File: src/design/dpbp_pkg.sv
// Shared types, widths, register codes and reset values for the back-projection core.
package dpbp_pkg;

    // Pixel index width and output fraction bits
    localparam int COORD_BITS    = 12;
    localparam int OUT_FRAC_BITS = 16;

    // Fixed formats of the fields and registers
    localparam int RECIP_BITS  = 24;
    localparam int CENTER_BITS = 16;
    localparam int CENTER_FRAC = 4;
    localparam int DEPTH_BITS  = 16;
    localparam int COLOR_BITS  = 8;
    localparam int COORD_OUT_W = 32;
    localparam int Z_OUT_W     = 31;

    // Derived datapath widths
    localparam int COORD_Q_W = COORD_BITS + CENTER_FRAC;
    localparam int MAG_W     = (COORD_Q_W > CENTER_BITS) ? COORD_Q_W : CENTER_BITS;
    localparam int DIFF_W    = MAG_W + 1;
    localparam int ZF_W      = DEPTH_BITS + RECIP_BITS;
    localparam int A_W       = MAG_W + RECIP_BITS;
    localparam int P_W       = A_W + ZF_W;
    localparam int SPLIT_W   = 20;
    localparam int LAT_SHIFT = 2 * RECIP_BITS + CENTER_FRAC - OUT_FRAC_BITS;
    localparam int R_W       = P_W - LAT_SHIFT;
    localparam int Z_SHIFT   = RECIP_BITS - OUT_FRAC_BITS;
    localparam int ZR_W      = ZF_W - Z_SHIFT;

    // Saturation limits
    localparam logic [63:0] POS_MAX = 64'h0000_0000_7FFF_FFFF;
    localparam logic [63:0] NEG_LIM = 64'h0000_0000_8000_0000;

    // Configuration port
    localparam int CFG_INDEX_W = 3;
    localparam int CFG_DATA_W  = 24;

    localparam logic [CFG_INDEX_W-1:0] REG_INV_DEPTH_SCALE = CFG_INDEX_W'(0);
    localparam logic [CFG_INDEX_W-1:0] REG_INV_FOCAL_X     = CFG_INDEX_W'(1);
    localparam logic [CFG_INDEX_W-1:0] REG_INV_FOCAL_Y     = CFG_INDEX_W'(2);
    localparam logic [CFG_INDEX_W-1:0] REG_CENTER_X        = CFG_INDEX_W'(3);
    localparam logic [CFG_INDEX_W-1:0] REG_CENTER_Y        = CFG_INDEX_W'(4);

    localparam logic [RECIP_BITS-1:0]  RST_INV_DEPTH_SCALE = RECIP_BITS'(16777);
    localparam logic [RECIP_BITS-1:0]  RST_INV_FOCAL_X     = RECIP_BITS'(33554);
    localparam logic [RECIP_BITS-1:0]  RST_INV_FOCAL_Y     = RECIP_BITS'(33554);
    localparam logic [CENTER_BITS-1:0] RST_CENTER_X        = CENTER_BITS'(5120);
    localparam logic [CENTER_BITS-1:0] RST_CENTER_Y        = CENTER_BITS'(3840);

    // Camera registers
    typedef struct packed {
        logic [RECIP_BITS-1:0]  inv_depth_scale;
        logic [RECIP_BITS-1:0]  inv_focal_x;
        logic [RECIP_BITS-1:0]  inv_focal_y;
        logic [CENTER_BITS-1:0] center_x;
        logic [CENTER_BITS-1:0] center_y;
    } cfg_t;

    // Input item
    typedef struct packed {
        logic [COORD_BITS-1:0] pixel_col;
        logic [COORD_BITS-1:0] pixel_row;
        logic [DEPTH_BITS-1:0] depth_raw;
        logic [COLOR_BITS-1:0] blue_in;
        logic [COLOR_BITS-1:0] green_in;
        logic [COLOR_BITS-1:0] red_in;
    } pixel_t;

    // Result item
    typedef struct packed {
        logic signed [COORD_OUT_W-1:0] point_x;
        logic signed [COORD_OUT_W-1:0] point_y;
        logic [Z_OUT_W-1:0]            point_z;
        logic [COLOR_BITS-1:0]         blue_out;
        logic [COLOR_BITS-1:0]         green_out;
        logic [COLOR_BITS-1:0]         red_out;
    } point_t;

    // Per-item fields that ride alongside the lateral multipliers
    typedef struct packed {
        logic                  neg_x;
        logic                  neg_y;
        logic [Z_OUT_W-1:0]    point_z;
        logic [COLOR_BITS-1:0] blue;
        logic [COLOR_BITS-1:0] green;
        logic [COLOR_BITS-1:0] red;
    } side_t;

endpackage

File: src/design/dpbp_lateral.sv
// Back end of one lateral coordinate: split wide product, sum, shift, sign and saturate.
module dpbp_lateral (
    input  logic                               clk,
    input  logic [dpbp_pkg::A_W-1:0]           a,
    input  logic [dpbp_pkg::ZF_W-1:0]          z_full,
    input  logic                               neg,
    output logic [dpbp_pkg::COORD_OUT_W-1:0]   coord
);

    localparam int AH_W = dpbp_pkg::A_W - dpbp_pkg::SPLIT_W;
    localparam int ZH_W = dpbp_pkg::ZF_W - dpbp_pkg::SPLIT_W;
    localparam int SW   = dpbp_pkg::SPLIT_W;

    logic [SW-1:0]            a_lo;
    logic [AH_W-1:0]          a_hi;
    logic [SW-1:0]            z_lo;
    logic [ZH_W-1:0]          z_hi;

    logic [2*SW-1:0]          pp_ll_reg;
    logic [SW+ZH_W-1:0]       pp_lh_reg;
    logic [AH_W+SW-1:0]       pp_hl_reg;
    logic [AH_W+ZH_W-1:0]     pp_hh_reg;
    logic                     neg3_reg;

    logic [dpbp_pkg::P_W-1:0] product_next;
    logic [dpbp_pkg::P_W-1:0] product_reg;
    logic                     neg4_reg;

    logic [dpbp_pkg::R_W-1:0]         mag_r;
    logic [dpbp_pkg::COORD_OUT_W-1:0] coord_next;
    logic [dpbp_pkg::COORD_OUT_W-1:0] coord_reg;

    assign a_lo = a[SW-1:0];
    assign a_hi = a[dpbp_pkg::A_W-1:SW];
    assign z_lo = z_full[SW-1:0];
    assign z_hi = z_full[dpbp_pkg::ZF_W-1:SW];

    // Partial products of the wide magnitude product
    always_ff @(posedge clk)
    begin
        pp_ll_reg <= (2*SW)'(a_lo) * (2*SW)'(z_lo);
        pp_lh_reg <= (SW+ZH_W)'(a_lo) * (SW+ZH_W)'(z_hi);
        pp_hl_reg <= (AH_W+SW)'(a_hi) * (AH_W+SW)'(z_lo);
        pp_hh_reg <= (AH_W+ZH_W)'(a_hi) * (AH_W+ZH_W)'(z_hi);
        neg3_reg  <= neg;
    end

    // Column sum of the partials
    always_comb
    begin
        product_next = (dpbp_pkg::P_W'(pp_hh_reg) << (2*SW))
                     + ((dpbp_pkg::P_W'(pp_lh_reg) + dpbp_pkg::P_W'(pp_hl_reg)) << SW)
                     + dpbp_pkg::P_W'(pp_ll_reg);
    end

    always_ff @(posedge clk)
    begin
        product_reg <= product_next;
        neg4_reg    <= neg3_reg;
    end

    // Truncate magnitude toward zero, saturate, apply sign
    always_comb
    begin
        mag_r = product_reg[dpbp_pkg::P_W-1:dpbp_pkg::LAT_SHIFT];
        if (neg4_reg)
        begin
            if (mag_r > dpbp_pkg::R_W'(dpbp_pkg::NEG_LIM))
                coord_next = dpbp_pkg::NEG_LIM[dpbp_pkg::COORD_OUT_W-1:0];
            else
                coord_next = ~mag_r[dpbp_pkg::COORD_OUT_W-1:0] + 1'b1;
        end
        else
        begin
            if (mag_r > dpbp_pkg::R_W'(dpbp_pkg::POS_MAX))
                coord_next = dpbp_pkg::POS_MAX[dpbp_pkg::COORD_OUT_W-1:0];
            else
                coord_next = mag_r[dpbp_pkg::COORD_OUT_W-1:0];
        end
    end

    always_ff @(posedge clk)
    begin
        coord_reg <= coord_next;
    end

    assign coord = coord_reg;

endmodule

File: config.mk
export PLATFORM = sky130hd
export DESIGN_NAME = dpbp_lateral
export DESIGN_NICKNAME = d
export VERILOG_FILES = /design/src/design/dpbp_pkg.sv /design/src/design/dpbp_lateral.sv
export SDC_FILE = /design/constraint.sdc
export NUM_CORES = 2
export LEC_CHECK = 0
export ABC_AREA = 1
export BUFFER_PORTS_ARGS = -buffer_cell sky130_fd_sc_hd__buf_2
export CAP_MARGIN = 0
export CORE_UTILIZATION = 49
export DETAILED_ROUTE_END_ITERATION = 8
export GPL_TIMING_DRIVEN = 1
export PLACE_DENSITY_LB_ADDON = 0.3
export SLEW_MARGIN = 20
export SYNTH_ARGS = -nofsm -noshare
export SYNTH_HDL_FRONTEND = slang
export SYNTH_SLANG_ARGS = --single-unit
File: constraint.sdc
create_clock -name clk -period 14 [get_ports clk]
set_clock_uncertainty 0.05 [all_clocks]
set_input_delay 1.4 -clock clk [delete_from_list [all_inputs] [get_ports clk]]
set_output_delay 1.4 -clock clk [all_outputs]
set_load 0.01 [all_outputs]
# Yosys cells after proc, flatten, opt, wreduce, memory -nomap -nowiden
# Index checks and enable logic that the tools add are counted.
# W data, S select, Z words.
[op_classes] muxes=3 n_div=0 bitwise=1 reduce_logical=0 multipliers=4 n_eq_ne=0 addsub=4 shifts=0 magnitude_cmp=2
[op_table] operator="$mul A20 B20 Y40" count=4
[op_table] operator="$mux W32" count=3
[op_table] operator="$add A80 B40 Y80" count=1
[op_table] operator="$add A80 B61 Y80" count=1
[op_table] operator="$gt A44 B31 Y1 const B" count=1
[op_table] operator="$gt A44 B32 Y1 const B" count=1
[op_table] operator="$add A40 B40 Y41" count=1
[op_table] operator="$add A32 B1 Y32 const B" count=1
[op_table] operator="$not A32 Y32" count=1
[totals] ramBits=0 input_bits=82 register_bits=274 mem_count=0 latchBits=0 mem_bits_ro=0

# Logic depth before layout (Yosys ltp)
[logic_depth] word_depth=4 ltp_mapped=30 ltp_nobuf=28

# Worst setup path before layout
# No wires, ideal clock.
[synth_timing] path_type="input port to flip-flop" startpoint="in z_full[3] (netlist name)" endpoint="reg pp_hl_reg[24]" setup_slack_ns=7.091 n_path_buf=1 setup_ns=0.112 required_ns=13.838 stages=24 arrival_ns=6.747 cell_sequence="clkbuf_1 -> nand2_1 -> inv_1 -> fa_1 -> fa_1 -> inv_1 -> fa_1 -> inv_1 -> fa_1 -> inv_1 -> fa_1 -> inv_1 -> fa_1 -> inv_1 -> fa_1 -> inv_1 -> ha_1 -> nand2_1 -> nor2_1 -> nand2_1 -> o21ai_0 -> nand3_1 -> nand3_1 -> nand2_1"
[synth_via] elab_chain_len=1
[synth_rtl] element="start: declaration" line_no="dpbp_lateral.sv:5" source="input logic [dpbp_pkg::ZF_W-1:0] z_full,"
[synth_rtl] element="$mul A20 B20 Y40" line_no="dpbp_lateral.sv:43" source="pp_hl_reg <= (AH_W+SW)'(a_hi) * (AH_W+SW)'(z_lo);"
[synth_rtl] element="end signal: assignment" line_no="dpbp_lateral.sv:43"
[synth_rtl] element="end: declaration" line_no="dpbp_lateral.sv:21" source="logic [AH_W+SW-1:0] pp_hl_reg;"
# No other way between the ends.

# Worst setup path in the final report
[layout_timing] startpoint="in a[9] (netlist name)" endpoint="reg pp_lh_reg[36]"
[layout_via] elab_chain_len=1
[layout_rtl] element="start: declaration" line_no="dpbp_lateral.sv:4" source="input logic [dpbp_pkg::A_W-1:0] a,"
[layout_rtl] element="$mul A20 B20 Y40" line_no="dpbp_lateral.sv:42" source="pp_lh_reg <= (SW+ZH_W)'(a_lo) * (SW+ZH_W)'(z_hi);"
[layout_rtl] element="end signal: assignment" line_no="dpbp_lateral.sv:42"
[layout_rtl] element="end: declaration" line_no="dpbp_lateral.sv:20" source="logic [SW+ZH_W-1:0] pp_lh_reg;"
# No other way between the ends.

==> flow_summary_export.csv <==
group,metric,value,unit
clock_tree,cts_tree,"built",
sta,max_freq,129,MHz
status,run_status,"complete, no violations",
sta,slew_headroom,19.9,%
clock_tree,cts_made_buffers,27,
clock_tree,clock_path_buffers,3,
sta,drv_slew,0,
sta,setup_viol,0,
routing,routed_via_density,5.20,
cells_and_area,largest_reg_flops,44,
job,drv_cap,0,
clock_tree,clk_pin_slew,60,ps
cells_and_area,final_nets,11400,
clock_tree,htree_levels,1,
global_route,grt_usage,30.8,%
floorplanning,initial_core_util,49.6,%
cells_and_area,drive_above_1_share,2.59,%
critical_path,end_kind,"register",
routing,drc_errors,0,
sta,timing.hold.ws,301,ps
floorplanning,core.rowCount,136,
critical_path,cp-start-kind,"input pin",
floorplanning,core,138000,um^2
critical_path,cp.required,14420,ps
cells_and_area,fin_util,51.7,%
placement,place_inst,11200,
synth,synth-edff-count,0,
synth,synthesis.nets,11500,
critical_path,r2r_slack,9780,ps
cells_and_area,post_layout_nonfiller_instances,11300,
sta,hold_viol,0,
critical_path,arrival,8190,ps
floorplanning,die-width,376,um
min_path,hold_class,"register to register",
synth,ys_ff_latch,218,
global_route,grt_pass1_vias,61500,
floorplanning,die-area,141000,um^2
synth,avgSynthCellArea,7.22,um^2
global_route,antenna_found_initial,10,
synth,synth_cells,9494,
sta,setup_tns,0,ps
cells_and_area,area_growth,4.35,%
synth,yosysTopAreaCellShare,37.4,%
critical_path,worstSetupPathType,"input pin to register",
clock_tree,post-cts-setup-buffers,0,
sta,period_minus_slack,7770,ps
floorplanning,die_h,376,um
clock_tree,insertion_delay,620,ps
routing,first_pass_iters,8,
critical_path,rr_worst_depth,21,
critical_path,path_max_fanout,40,
synth,netlist_top_cells_count,"nand2_1 (2692), inv_1 (2690), fa_1 (1280)",
synth,ys_seq_area_share,6.37,%
routing,avgRoutedWirePerCell,18.9,um
clock_tree,cts_root_buffer,"clkbuf_16",
clock_tree,cts-resized-gates,0,
sta,tightest_slew,1200,ps
global_route,grt_pass1_wl,339000,um
clock_tree,cts_sinks,218,
placement,hpwlAfterDp,168000,um
synth,synth_area_leaders,"fa_1 (37%), nand2_1 (15%), inv_1 (15%), ha_1 (12%), dfxtp_1 (6.4%)",
sta,finalCritPeriodShare,55.5,%
floorplanning,io_pins,114,
routing,wirelength,213000,um
synth,yosysWarnings,0,
synth,synth_area,68500,um^2
routing,num_vias,58500,
placement,portBuffers,113,
synth,synth.most_common_cell,"nand2_1",
global_route,grt_max_degree,41,
synth,ys_async_sr_fraction,0,%
routing,drtAntennaViolNets,0,
critical_path,crit_start,"a[9]",
critical_path,crit_end,"pp_lh_reg[36]",
placement,gp_routability_congestion,1.00,
sta,rsz0062_at_grt,"no",
clock_tree,cts-hold-fix-buffers,0,
critical_path,regToRegEndpoint,"product_reg[65]",
critical_path,regToRegStartpoint,"pp_hl_reg[13]",
synth,synth_ff_type,"dfxtp_1",
synth,ys_types,46,
global_route,grt-ovfl-total,0,
synth,synth.largest_area_cell,"fa_1",
routing,drt_iter0_drc,5095,
[logic make-up (layout without fill, tap and decap cells)]
| kind of cell | Yosys count | in the layout | share of synthesized area [%] |
|---|---|---|---|
| AND/OR/NAND/NOR | 3519 | 3519 | 20.3 |
| buffers and inverters | 3024 | 2918 | 16.6 |
| adder cells (fa/ha/maj) | 1959 | 1959 | 49.8 |
| AO/OA/AOI/OAI | 617 | 617 | 4.92 |
| flip-flops | 218 | 218 | 6.37 |
| XOR/XNOR | 157 | 157 | 2.01 |
| other | 0 | 3 | 0 |
[layer usage]
metal	routed length, um	vias to the layer above	share of wire [%]	GRT usage, %
met1	93400	28600	44	43.6
li1	-	27100	-	-
met4	5690	2	2.7	8.05
met3	21200	304	10	5.98
met5	10	-	0.0047	0
met2	92300	2485	43	48.1
[critical path, stage by stage]
cell and delay [ps]:
buf_2 840, nand2_1 120, inv_1 120, fa_1 440
fa_1 510, inv_1 50, fa_1 480, inv_1 60
fa_1 520, inv_1 60, fa_1 530, inv_1 50
fa_1 480, inv_1 50, fa_1 490, inv_1 50
ha_1 390, nand2_1 130, nor2_1 190, nand2_1 130
nor4_1 570, nand3_1 220, nand4_1 160, nand2_1 70
[cells in the final DEF (no fill, tap or decap), types with 5 or more instances in the layout]
| master | n |
|---|---|
| buf_2 | 113 |
| o211ai_1 | 5 |
| ha_1 | 679 |
| nor4_1 | 14 |
| nor2_1 | 426 |
| nand2_1 | 2692 |
| inv_1 | 2690 |
| a21oi_1 | 288 |
| nor2_2 | 6 |
| fa_1 | 1280 |
| dfxtp_1 | 218 |
| a21o_1 | 19 |
| o21ai_0 | 188 |
| nor3_1 | 67 |
| a21boi_0 | 18 |
| inv_2 | 5 |
| nand3_1 | 227 |
| nand4_1 | 60 |
| buf_4 | 61 |
| clkbuf_16 | 27 |
| o21ai_1 | 25 |
| o21a_1 | 24 |
| xnor2_1 | 35 |
| clkbuf_1 | 6 |
| a31oi_1 | 8 |
| xor2_1 | 122 |
| o21bai_1 | 32 |
[final cells by class]
type | instances | area (um^2)
diodes | 3 | 7.51
clock buffers | 35 | 726
clock inverters | 14 | 148
fillers | 13800 | 66700
inverters | 2695 | 10100
multi-input cells | 6252 | 52800
flip-flops and latches | 218 | 4360
well taps | 1863 | 2330
repair buffers | 174 | 1020
[through the flow]
step / instance area [um^2] / worst slack (ps)
2_1_floorplan: 68500 / 7090
3_3_place_gp: 70600 / 6070
3_5_place_dp: 70600 / 5880
4_1_cts: 71500 / 6500
5_1_grt: 71500 / 6080
6_report: 71500 / 6230
[worst min-delay path by stage]
| stage | startpoint | endpoint | slack [ps] | cells after the start |
|---|---|---|---|---|
| after CTS | neg3_reg | neg4_reg | 310 | 0 |
| final | neg3_reg | neg4_reg | 300 | 0 |
| after floorplan | neg3_reg | neg4_reg | 260 | 0 |
| after global placement | neg3_reg | neg4_reg | 270 | 0 |
| after detailed placement | neg3_reg | neg4_reg | 290 | 0 |
| after global routing | neg3_reg | neg4_reg | 310 | 0 |
Power is not shown: default switching activity piles up to over one toggle a cycle in this logic, so the estimate is an artifact.
