## src/design/dpbp_pkg.sv

```systemverilog
// Shared types, widths, register codes and reset values for the back-projection core.
package dpbp_pkg;

    // Pixel index width and output fraction bits
    localparam int COORD_BITS    = 12;
    localparam int OUT_FRAC_BITS = 16;

    // Fixed formats of the fields and registers
    localparam int RECIP_BITS  = 24;
    localparam int CENTER_BITS = 16;
    localparam int CENTER_FRAC = 4;
    localparam int DEPTH_BITS  = 16;
    localparam int COLOR_BITS  = 8;
    localparam int COORD_OUT_W = 32;
    localparam int Z_OUT_W     = 31;

    // Derived datapath widths
    localparam int COORD_Q_W = COORD_BITS + CENTER_FRAC;
    localparam int MAG_W     = (COORD_Q_W > CENTER_BITS) ? COORD_Q_W : CENTER_BITS;
    localparam int DIFF_W    = MAG_W + 1;
    localparam int ZF_W      = DEPTH_BITS + RECIP_BITS;
    localparam int A_W       = MAG_W + RECIP_BITS;
    localparam int P_W       = A_W + ZF_W;
    localparam int SPLIT_W   = 20;
    localparam int LAT_SHIFT = 2 * RECIP_BITS + CENTER_FRAC - OUT_FRAC_BITS;
    localparam int R_W       = P_W - LAT_SHIFT;
    localparam int Z_SHIFT   = RECIP_BITS - OUT_FRAC_BITS;
    localparam int ZR_W      = ZF_W - Z_SHIFT;

    // Saturation limits
    localparam logic [63:0] POS_MAX = 64'h0000_0000_7FFF_FFFF;
    localparam logic [63:0] NEG_LIM = 64'h0000_0000_8000_0000;

    // Configuration port
    localparam int CFG_INDEX_W = 3;
    localparam int CFG_DATA_W  = 24;

    localparam logic [CFG_INDEX_W-1:0] REG_INV_DEPTH_SCALE = CFG_INDEX_W'(0);
    localparam logic [CFG_INDEX_W-1:0] REG_INV_FOCAL_X     = CFG_INDEX_W'(1);
    localparam logic [CFG_INDEX_W-1:0] REG_INV_FOCAL_Y     = CFG_INDEX_W'(2);
    localparam logic [CFG_INDEX_W-1:0] REG_CENTER_X        = CFG_INDEX_W'(3);
    localparam logic [CFG_INDEX_W-1:0] REG_CENTER_Y        = CFG_INDEX_W'(4);

    localparam logic [RECIP_BITS-1:0]  RST_INV_DEPTH_SCALE = RECIP_BITS'(16777);
    localparam logic [RECIP_BITS-1:0]  RST_INV_FOCAL_X     = RECIP_BITS'(33554);
    localparam logic [RECIP_BITS-1:0]  RST_INV_FOCAL_Y     = RECIP_BITS'(33554);
    localparam logic [CENTER_BITS-1:0] RST_CENTER_X        = CENTER_BITS'(5120);
    localparam logic [CENTER_BITS-1:0] RST_CENTER_Y        = CENTER_BITS'(3840);

    // Camera registers
    typedef struct packed {
        logic [RECIP_BITS-1:0]  inv_depth_scale;
        logic [RECIP_BITS-1:0]  inv_focal_x;
        logic [RECIP_BITS-1:0]  inv_focal_y;
        logic [CENTER_BITS-1:0] center_x;
        logic [CENTER_BITS-1:0] center_y;
    } cfg_t;

    // Input item
    typedef struct packed {
        logic [COORD_BITS-1:0] pixel_col;
        logic [COORD_BITS-1:0] pixel_row;
        logic [DEPTH_BITS-1:0] depth_raw;
        logic [COLOR_BITS-1:0] blue_in;
        logic [COLOR_BITS-1:0] green_in;
        logic [COLOR_BITS-1:0] red_in;
    } pixel_t;

    // Result item
    typedef struct packed {
        logic signed [COORD_OUT_W-1:0] point_x;
        logic signed [COORD_OUT_W-1:0] point_y;
        logic [Z_OUT_W-1:0]            point_z;
        logic [COLOR_BITS-1:0]         blue_out;
        logic [COLOR_BITS-1:0]         green_out;
        logic [COLOR_BITS-1:0]         red_out;
    } point_t;

    // Per-item fields that ride alongside the lateral multipliers
    typedef struct packed {
        logic                  neg_x;
        logic                  neg_y;
        logic [Z_OUT_W-1:0]    point_z;
        logic [COLOR_BITS-1:0] blue;
        logic [COLOR_BITS-1:0] green;
        logic [COLOR_BITS-1:0] red;
    } side_t;

endpackage

```

## src/design/dpbp_prep.sv

```systemverilog
// Front stages: depth scaling, principal point offsets and offset times reciprocal focal.
module dpbp_prep (
    input  logic                    clk,
    input  logic                    rst_n,
    input  logic                    start,
    input  dpbp_pkg::pixel_t        pixel,
    input  dpbp_pkg::cfg_t          cfg,
    output logic                    valid,
    output dpbp_pkg::side_t         side,
    output logic [dpbp_pkg::A_W-1:0]  a_x,
    output logic [dpbp_pkg::A_W-1:0]  a_y,
    output logic [dpbp_pkg::ZF_W-1:0] z_full
);

    // Stage 1 registers
    logic                              valid1_reg;
    logic [dpbp_pkg::ZF_W-1:0]         zf1_reg;
    logic [dpbp_pkg::MAG_W-1:0]        magx1_reg;
    logic [dpbp_pkg::MAG_W-1:0]        magy1_reg;
    logic                              negx1_reg;
    logic                              negy1_reg;
    logic [dpbp_pkg::COLOR_BITS-1:0]   blue1_reg;
    logic [dpbp_pkg::COLOR_BITS-1:0]   green1_reg;
    logic [dpbp_pkg::COLOR_BITS-1:0]   red1_reg;

    // Stage 2 registers
    logic                              valid2_reg;
    dpbp_pkg::side_t                   side2_reg;
    dpbp_pkg::side_t                   side2_next;
    logic [dpbp_pkg::A_W-1:0]          ax2_reg;
    logic [dpbp_pkg::A_W-1:0]          ay2_reg;
    logic [dpbp_pkg::ZF_W-1:0]         zf2_reg;

    logic [dpbp_pkg::DIFF_W-1:0]       diff_x;
    logic [dpbp_pkg::DIFF_W-1:0]       diff_y;
    logic [dpbp_pkg::DIFF_W-1:0]       abs_x;
    logic [dpbp_pkg::DIFF_W-1:0]       abs_y;
    logic [dpbp_pkg::ZF_W-1:0]         zf1_next;
    logic [dpbp_pkg::ZR_W-1:0]         z_shifted;
    logic [dpbp_pkg::A_W-1:0]          ax2_next;
    logic [dpbp_pkg::A_W-1:0]          ay2_next;

    // Signed Q.4 offsets from the principal point, split into sign and magnitude
    always_comb
    begin
        diff_x = dpbp_pkg::DIFF_W'({pixel.pixel_col, dpbp_pkg::CENTER_FRAC'(0)})
               - dpbp_pkg::DIFF_W'(cfg.center_x);
        diff_y = dpbp_pkg::DIFF_W'({pixel.pixel_row, dpbp_pkg::CENTER_FRAC'(0)})
               - dpbp_pkg::DIFF_W'(cfg.center_y);
        abs_x  = diff_x[dpbp_pkg::DIFF_W-1] ? (~diff_x + 1'b1) : diff_x;
        abs_y  = diff_y[dpbp_pkg::DIFF_W-1] ? (~diff_y + 1'b1) : diff_y;
        zf1_next = dpbp_pkg::ZF_W'(pixel.depth_raw) * dpbp_pkg::ZF_W'(cfg.inv_depth_scale);
    end

    // Stage 1 valid: zero depth drops the item here
    always_ff @(posedge clk or negedge rst_n)
    begin
        if (!rst_n)
        begin
            valid1_reg <= 1'b0;
            valid2_reg <= 1'b0;
        end
        else
        begin
            valid1_reg <= start && (pixel.depth_raw != '0);
            valid2_reg <= valid1_reg;
        end
    end

    // Stage 1 payload
    always_ff @(posedge clk)
    begin
        zf1_reg    <= zf1_next;
        magx1_reg  <= abs_x[dpbp_pkg::MAG_W-1:0];
        magy1_reg  <= abs_y[dpbp_pkg::MAG_W-1:0];
        negx1_reg  <= diff_x[dpbp_pkg::DIFF_W-1];
        negy1_reg  <= diff_y[dpbp_pkg::DIFF_W-1];
        blue1_reg  <= pixel.blue_in;
        green1_reg <= pixel.green_in;
        red1_reg   <= pixel.red_in;
    end

    // Stage 2: offset times reciprocal focal, z truncated and saturated
    always_comb
    begin
        z_shifted = zf1_reg[dpbp_pkg::ZF_W-1:dpbp_pkg::Z_SHIFT];
        ax2_next  = dpbp_pkg::A_W'(magx1_reg) * dpbp_pkg::A_W'(cfg.inv_focal_x);
        ay2_next  = dpbp_pkg::A_W'(magy1_reg) * dpbp_pkg::A_W'(cfg.inv_focal_y);
        side2_next.neg_x = negx1_reg;
        side2_next.neg_y = negy1_reg;
        side2_next.blue  = blue1_reg;
        side2_next.green = green1_reg;
        side2_next.red   = red1_reg;
        if (64'(z_shifted) > dpbp_pkg::POS_MAX)
            side2_next.point_z = dpbp_pkg::POS_MAX[dpbp_pkg::Z_OUT_W-1:0];
        else
            side2_next.point_z = dpbp_pkg::Z_OUT_W'(z_shifted);
    end

    always_ff @(posedge clk)
    begin
        side2_reg <= side2_next;
        ax2_reg   <= ax2_next;
        ay2_reg   <= ay2_next;
        zf2_reg   <= zf1_reg;
    end

    assign valid  = valid2_reg;
    assign side   = side2_reg;
    assign a_x    = ax2_reg;
    assign a_y    = ay2_reg;
    assign z_full = zf2_reg;

endmodule

```

## config.mk

```make
export PLATFORM = sky130hd
export DESIGN_NAME = dpbp_prep
export DESIGN_NICKNAME = d
export VERILOG_FILES = /design/src/design/dpbp_pkg.sv /design/src/design/dpbp_prep.sv
export SDC_FILE = /design/constraint.sdc
export NUM_CORES = 2
export LEC_CHECK = 0
export BUFFER_PORTS_ARGS = -buffer_cell sky130_fd_sc_hd__buf_4
export CELL_PAD_IN_SITES_DETAIL_PLACEMENT = 0
export CELL_PAD_IN_SITES_GLOBAL_PLACEMENT = 1
export CORE_MARGIN = 4
export CORE_UTILIZATION = 45
export CTS_BUF_LIST = sky130_fd_sc_hd__clkbuf_2 sky130_fd_sc_hd__clkbuf_4 sky130_fd_sc_hd__clkbuf_8
export CTS_CLUSTER_DIAMETER = 80
export DETAILED_ROUTE_END_ITERATION = 16
export PLACE_DENSITY_LB_ADDON = 0.05
export SYNTH_ARGS = -nofsm -noshare
export SYNTH_HDL_FRONTEND = slang
export SYNTH_SLANG_ARGS = --single-unit
```

## constraint.sdc

```tcl
create_clock -name clk -period 12.5 [get_ports clk]
set_input_delay 1.25 -clock clk [delete_from_list [all_inputs] [get_ports clk]]
set_output_delay 1.25 -clock clk [all_outputs]
set_load 0.01 [all_outputs]
```

=== Yosys cells after proc, flatten, opt, wreduce, memory -nomap -nowiden ===
Index checks and enable logic that the tools add are counted.

* Bits in registers: 277
* Latch bits: 0
* Bits in writable memories: 0
* Bits in read-only memories: 0
* Input port bits: 171
* Output and inout bits: 178
* Logic and storage cells: 33
* Memories kept: 0

* $add $sub $neg: 4
* Multipliers: 3
* Div/mod/pow operators: 0
* Order comparisons: 1
* Equality and inequality tests: 0
* Shift operators: 0
* Muxes and demuxes: 2
* Bitwise operators: 2
* Reduce and logical (&&, ||, !) cells: 2

{| class="wikitable"
|+ Operator list
! operator !! count
|-
| $mul 16x24->40 || 3
|-
| $sub 16x16->17 || 2
|-
| $add 16x1->16 const B || 2
|-
| $gt 32x31->1 const B || 1
|-
| $mux 16 || 2
|-
| $not 16->16 || 2
|-
| $reduce_bool 16->1 || 1
|-
| $logic_and 1x1->1 || 1
|}

=== Logic depth before layout (Yosys ltp) ===
* Word-level depth: 4
* Mapped depth: 25
* Depth with buffers taken out: 23

=== Worst setup path after synthesis ===
Ideal clock, no wire load.

* Path type: input -> register
* Start point: input port cfg[70] (netlist name)
* End point: register ax2_reg, in the netlist a_x[38]
* Library setup time: 0.072 ns
* Arrival time: 6.886 ns
* Data required time: 12.428 ns
* Setup slack: 5.542 ns
* Cell stages on the path: 24
* Path buffers: 2
* Path through: clkbuf_1 > nand2_1 > fa_1 > inv_1 > fa_1 > inv_1 > fa_1 > inv_1 > fa_1 > fa_1 > inv_1 > fa_1 > inv_1 > ha_1 > clkbuf_1 > a21o_1 > a21o_1 > a21oi_1 > o221ai_1 > a21oi_2 > o21ai_1 > a311o_1 > a311oi_2 > xnor2_1

* Cells in the longest elaborated chain, start to end: 1

{| class="wikitable"
|+ Ends and longest elaborated chain
! element !! RTL line !! text
|-
| start: declaration || dpbp_prep.sv:7 || <nowiki>input dpbp_pkg::cfg_t cfg,</nowiki>
|-
| $mul 16x24->40 || dpbp_prep.sv:87 || <nowiki>ax2_next = dpbp_pkg::A_W'(magx1_reg) * dpbp_pkg::A_W'(cfg.inv_focal_x);</nowiki>
|-
| via ax2_next (one bit) || dpbp_prep.sv:40 || <nowiki>logic [dpbp_pkg::A_W-1:0] ax2_next;</nowiki>
|-
| end signal: assignment || dpbp_prep.sv:103 || <nowiki>ax2_reg <= ax2_next;</nowiki>
|-
| end: declaration || dpbp_prep.sv:30 || <nowiki>logic [dpbp_pkg::A_W-1:0] ax2_reg;</nowiki>
|}

The timed path passes the listed nets, and every way through them passes these cells.
A chain may end at the register's enable or synchronous reset.

=== Final worst setup path ===
* Start point: register magx1_reg[1] (netlist name)
* End point: register ax2_reg, in the netlist a_x[33]

* Cells in the longest elaborated chain, start to end: 1

{| class="wikitable"
|+ Ends and longest elaborated chain
! element !! RTL line !! text
|-
| start: declaration || dpbp_prep.sv:18 || <nowiki>logic [dpbp_pkg::MAG_W-1:0] magx1_reg;</nowiki>
|-
| start signal: assignment || dpbp_prep.sv:74 || <nowiki>magx1_reg <= abs_x[dpbp_pkg::MAG_W-1:0];</nowiki>
|-
| $mul 16x24->40 || dpbp_prep.sv:87 ||
|-
| via ax2_next (one bit) || dpbp_prep.sv:40 ||
|}

The timed path passes the listed nets, and every way through them passes these cells.

==> results.md <==
* Status: finished clean
* DRC at 0
* Core area at 98300 um^2
* I/O Pins at 349
* Global router's overall resource usage at 0.245
* Vias in the first global route at 35311
* Vias/cell at 5.04
* Clk_lat worst skew at 0.75 ns
* # resized after CTS at 0
* # setup viols final at 0
* Vias at 32427
* Final ANT Viol Nets at 0
* Crit Path Category: flip-flop to flip-flop
* RSZ-0062 raised after global routing: no
* NumNets Final at 6555
* Finished Layout Cells at 6437
* # hold bufs at CTS at 0
* Clock Path Buffers at 3
* CP arrival at 7.99 ns
* Worst min path class: primary input to asynchronous set/reset pin
* Max-slew headroom at 0.197
* Synth Cell Area at 44500 um^2
* Post-Syn Area per Cell at 9.14 um^2
* Ys flop type: dfxtp_1
* Die Area at 104000 um^2
* Total Routed Length at 123 mm
* Clock-pin slew on the worst setup and hold paths at 0.06 ns
* Post-CTS Setup Bufs at 0
* DRT Pass-1 Iters at 5
* Ratio of cells with drive above 1 in the final layout at 0.102
* Final Wtd Congestion at 0.829
* Commonest non-fill, non-tap cell in the layout: inv_1
* Die H at 323 um
* Critical path fanouts, max at 24
* CTS Buf Count at 55
* First-pass GRT wire length at 198 mm
* Crit. End Element: flip-flop
* Root Buffer: clkbuf_8
* Post-synth net total at 6322
* Synth-to-layout area growth at 11.3%
* Netlist cell types at 77
* Synth Warn # at 0
* Post-DP HPWL at 96.4 mm
* Largest register FFs at 57
* Final min period at 7.41 ns
* Slew Viols, Final at 0
* CP required at 13.08 ns
* Core Rows at 115
* Setup_tns at 0 ns
* Initial DRC Count at 1489
* #FFs+latches synth at 277
* WL/cell at 19.1 um
* Port-buffer cells at 348
* H-tree depth at 2
* Sink Count at 277
* Cells after Synth at 4871
* Placed cell count at 6334
* Fin Clk Skew at 0.0584 ns
* Fin crit share at 0.593
* Most frequent cells in the layout: inv_1, fa_1, nand2_1
* Final Hold Viols at 0
* Initial antenna violation count at 11
* Initial core utilization at 0.453
* CTS tree: done
* Chip width at 323 um
* Slew at the pin closest to its max-slew limit at 1.20 ns
* Remaining global-route overflow at 0
* F_max at 135 MHz
* EDFF count, synth at 0
* Largest net degree at the start of global routing at 33
* Worst setup SP type: flip-flop
* Max Cap Violations at 0
* Fraction of registers with async set/reset at 0.00722
* Post-synthesis sequential area ratio at 0.125
## routing by layer
| layer | global-route usage | vias to the layer above | share of wire |
|---|---|---|---|
| li1 | - | 14930 | - |
| met1 | 0.328 | 16589 | 0.43 |
| met2 | 0.411 | 757 | 0.48 |
| met3 | 0.0478 | 141 | 0.064 |
| met4 | 0.0646 | 10 | 0.026 |
| met5 | 0 | - | 0.00054 |
## per-stage QoR
step | setup slack, ns | cell area [um^2] | util | hold WS, ns
6_report | 5.09 | 49500 | 0.504 | 0.310
5_1_grt | 4.56 | 49500 | 0.504 | 0.249
4_1_cts | 4.96 | 49500 | 0.504 | 0.206
3_5_place_dp | 4.52 | 48200 | 0.490 | 0.312
3_3_place_gp | 4.55 | 48200 | 0.490 | 0.310
2_1_floorplan | 5.54 | 44500 | - | 0.310
## cells in the mapped netlist, types with 6 or more instances
library cell	count	area (um^2)
a31oi_1	17	106
nand4_1	17	106
ha_1	362	4530
xnor2_1	120	1050
a21oi_1	115	576
nor4_1	7	43.8
dfxtp_1	275	5510
and2_1	470	2940
o21bai_1	16	120
nand2_1	747	2800
o21a_1	22	165
or2_2	35	219
nor3_1	18	90.1
o21ai_0	65	325
nand3_1	32	160
fa_1	918	18400
a21o_1	71	533
and3_1	13	81.3
a2111oi_0	6	52.6
nand2b_1	20	125
nor2b_1	22	138
xor2_1	40	350
and4_1	7	61.3
inv_1	1090	4090
nor2_1	66	248
clkbuf_1	193	724
o31ai_1	11	82.6
## worst max-delay path, stage by stage, from the launching register on
cell	delay, ns
dfxtp_1	1.11
nand2_1	0.20
fa_1	0.56
fa_1	0.51
fa_1	0.52
inv_1	0.06
fa_1	0.48
fa_1	0.48
inv_1	0.04
fa_1	0.47
inv_1	0.04
ha_1	0.35
a21o_1	0.20
a21oi_1	0.28
o21bai_1	0.10
a32o_1	0.29
a41oi_2	0.42
o21ai_1	0.23
a221oi_2	0.52
o21bai_1	0.18
xor2_1	0.17
## path summary, 6_finish.rpt
| path | start | endpoint | slack, ns | cells past startpoint |
|---|---|---|---|---|
| worst max-delay path | magx1_reg[1] | a_x[33] | 5.09 | 20 |
| worst min-delay path | rst_n | valid | 0.31 | 1 |
| worst max register to register | magx1_reg[1] | a_x[33] | 5.09 | 20 |
| worst min register to register | red1_reg[1] | side[1] | 0.33 | 0 |
| max in group asynchronous | rst_n | valid1_reg | 12.10 | 1 |
| min in group clk | red1_reg[1] | side[1] | 0.33 | 0 |
## cell families (layout without fill, tap and decap cells)
family | count (synthesis) | after routing | synth area share
fa+ha+maj | 1280 | 1280 | 0.515
buf+inv | 1286 | 1562 | 0.109
other cells | 0 | 3 | 0
simple gates | 1468 | 1468 | 0.160
mux | 6 | 6 | 0.00138
flops | 277 | 277 | 0.125
compound gates | 393 | 393 | 0.0584
xor+xnor | 161 | 161 | 0.0318
## layout make-up
cell class / instances / area (um^2)
multi-input cells: 3308 / 34100
flip-flops and latches: 277 / 5560
fillers: 9476 / 48800
repair buffers: 371 / 2790
diodes: 3 / 7.51
clock inverters: 20 / 313
well taps: 1287 / 1610
inverters: 1091 / 4100
clock buffers: 80 / 1030
Power is left out: the tool's default activity adds up to more than one toggle a clock period on the data nets, which glitch-free logic cannot reach.
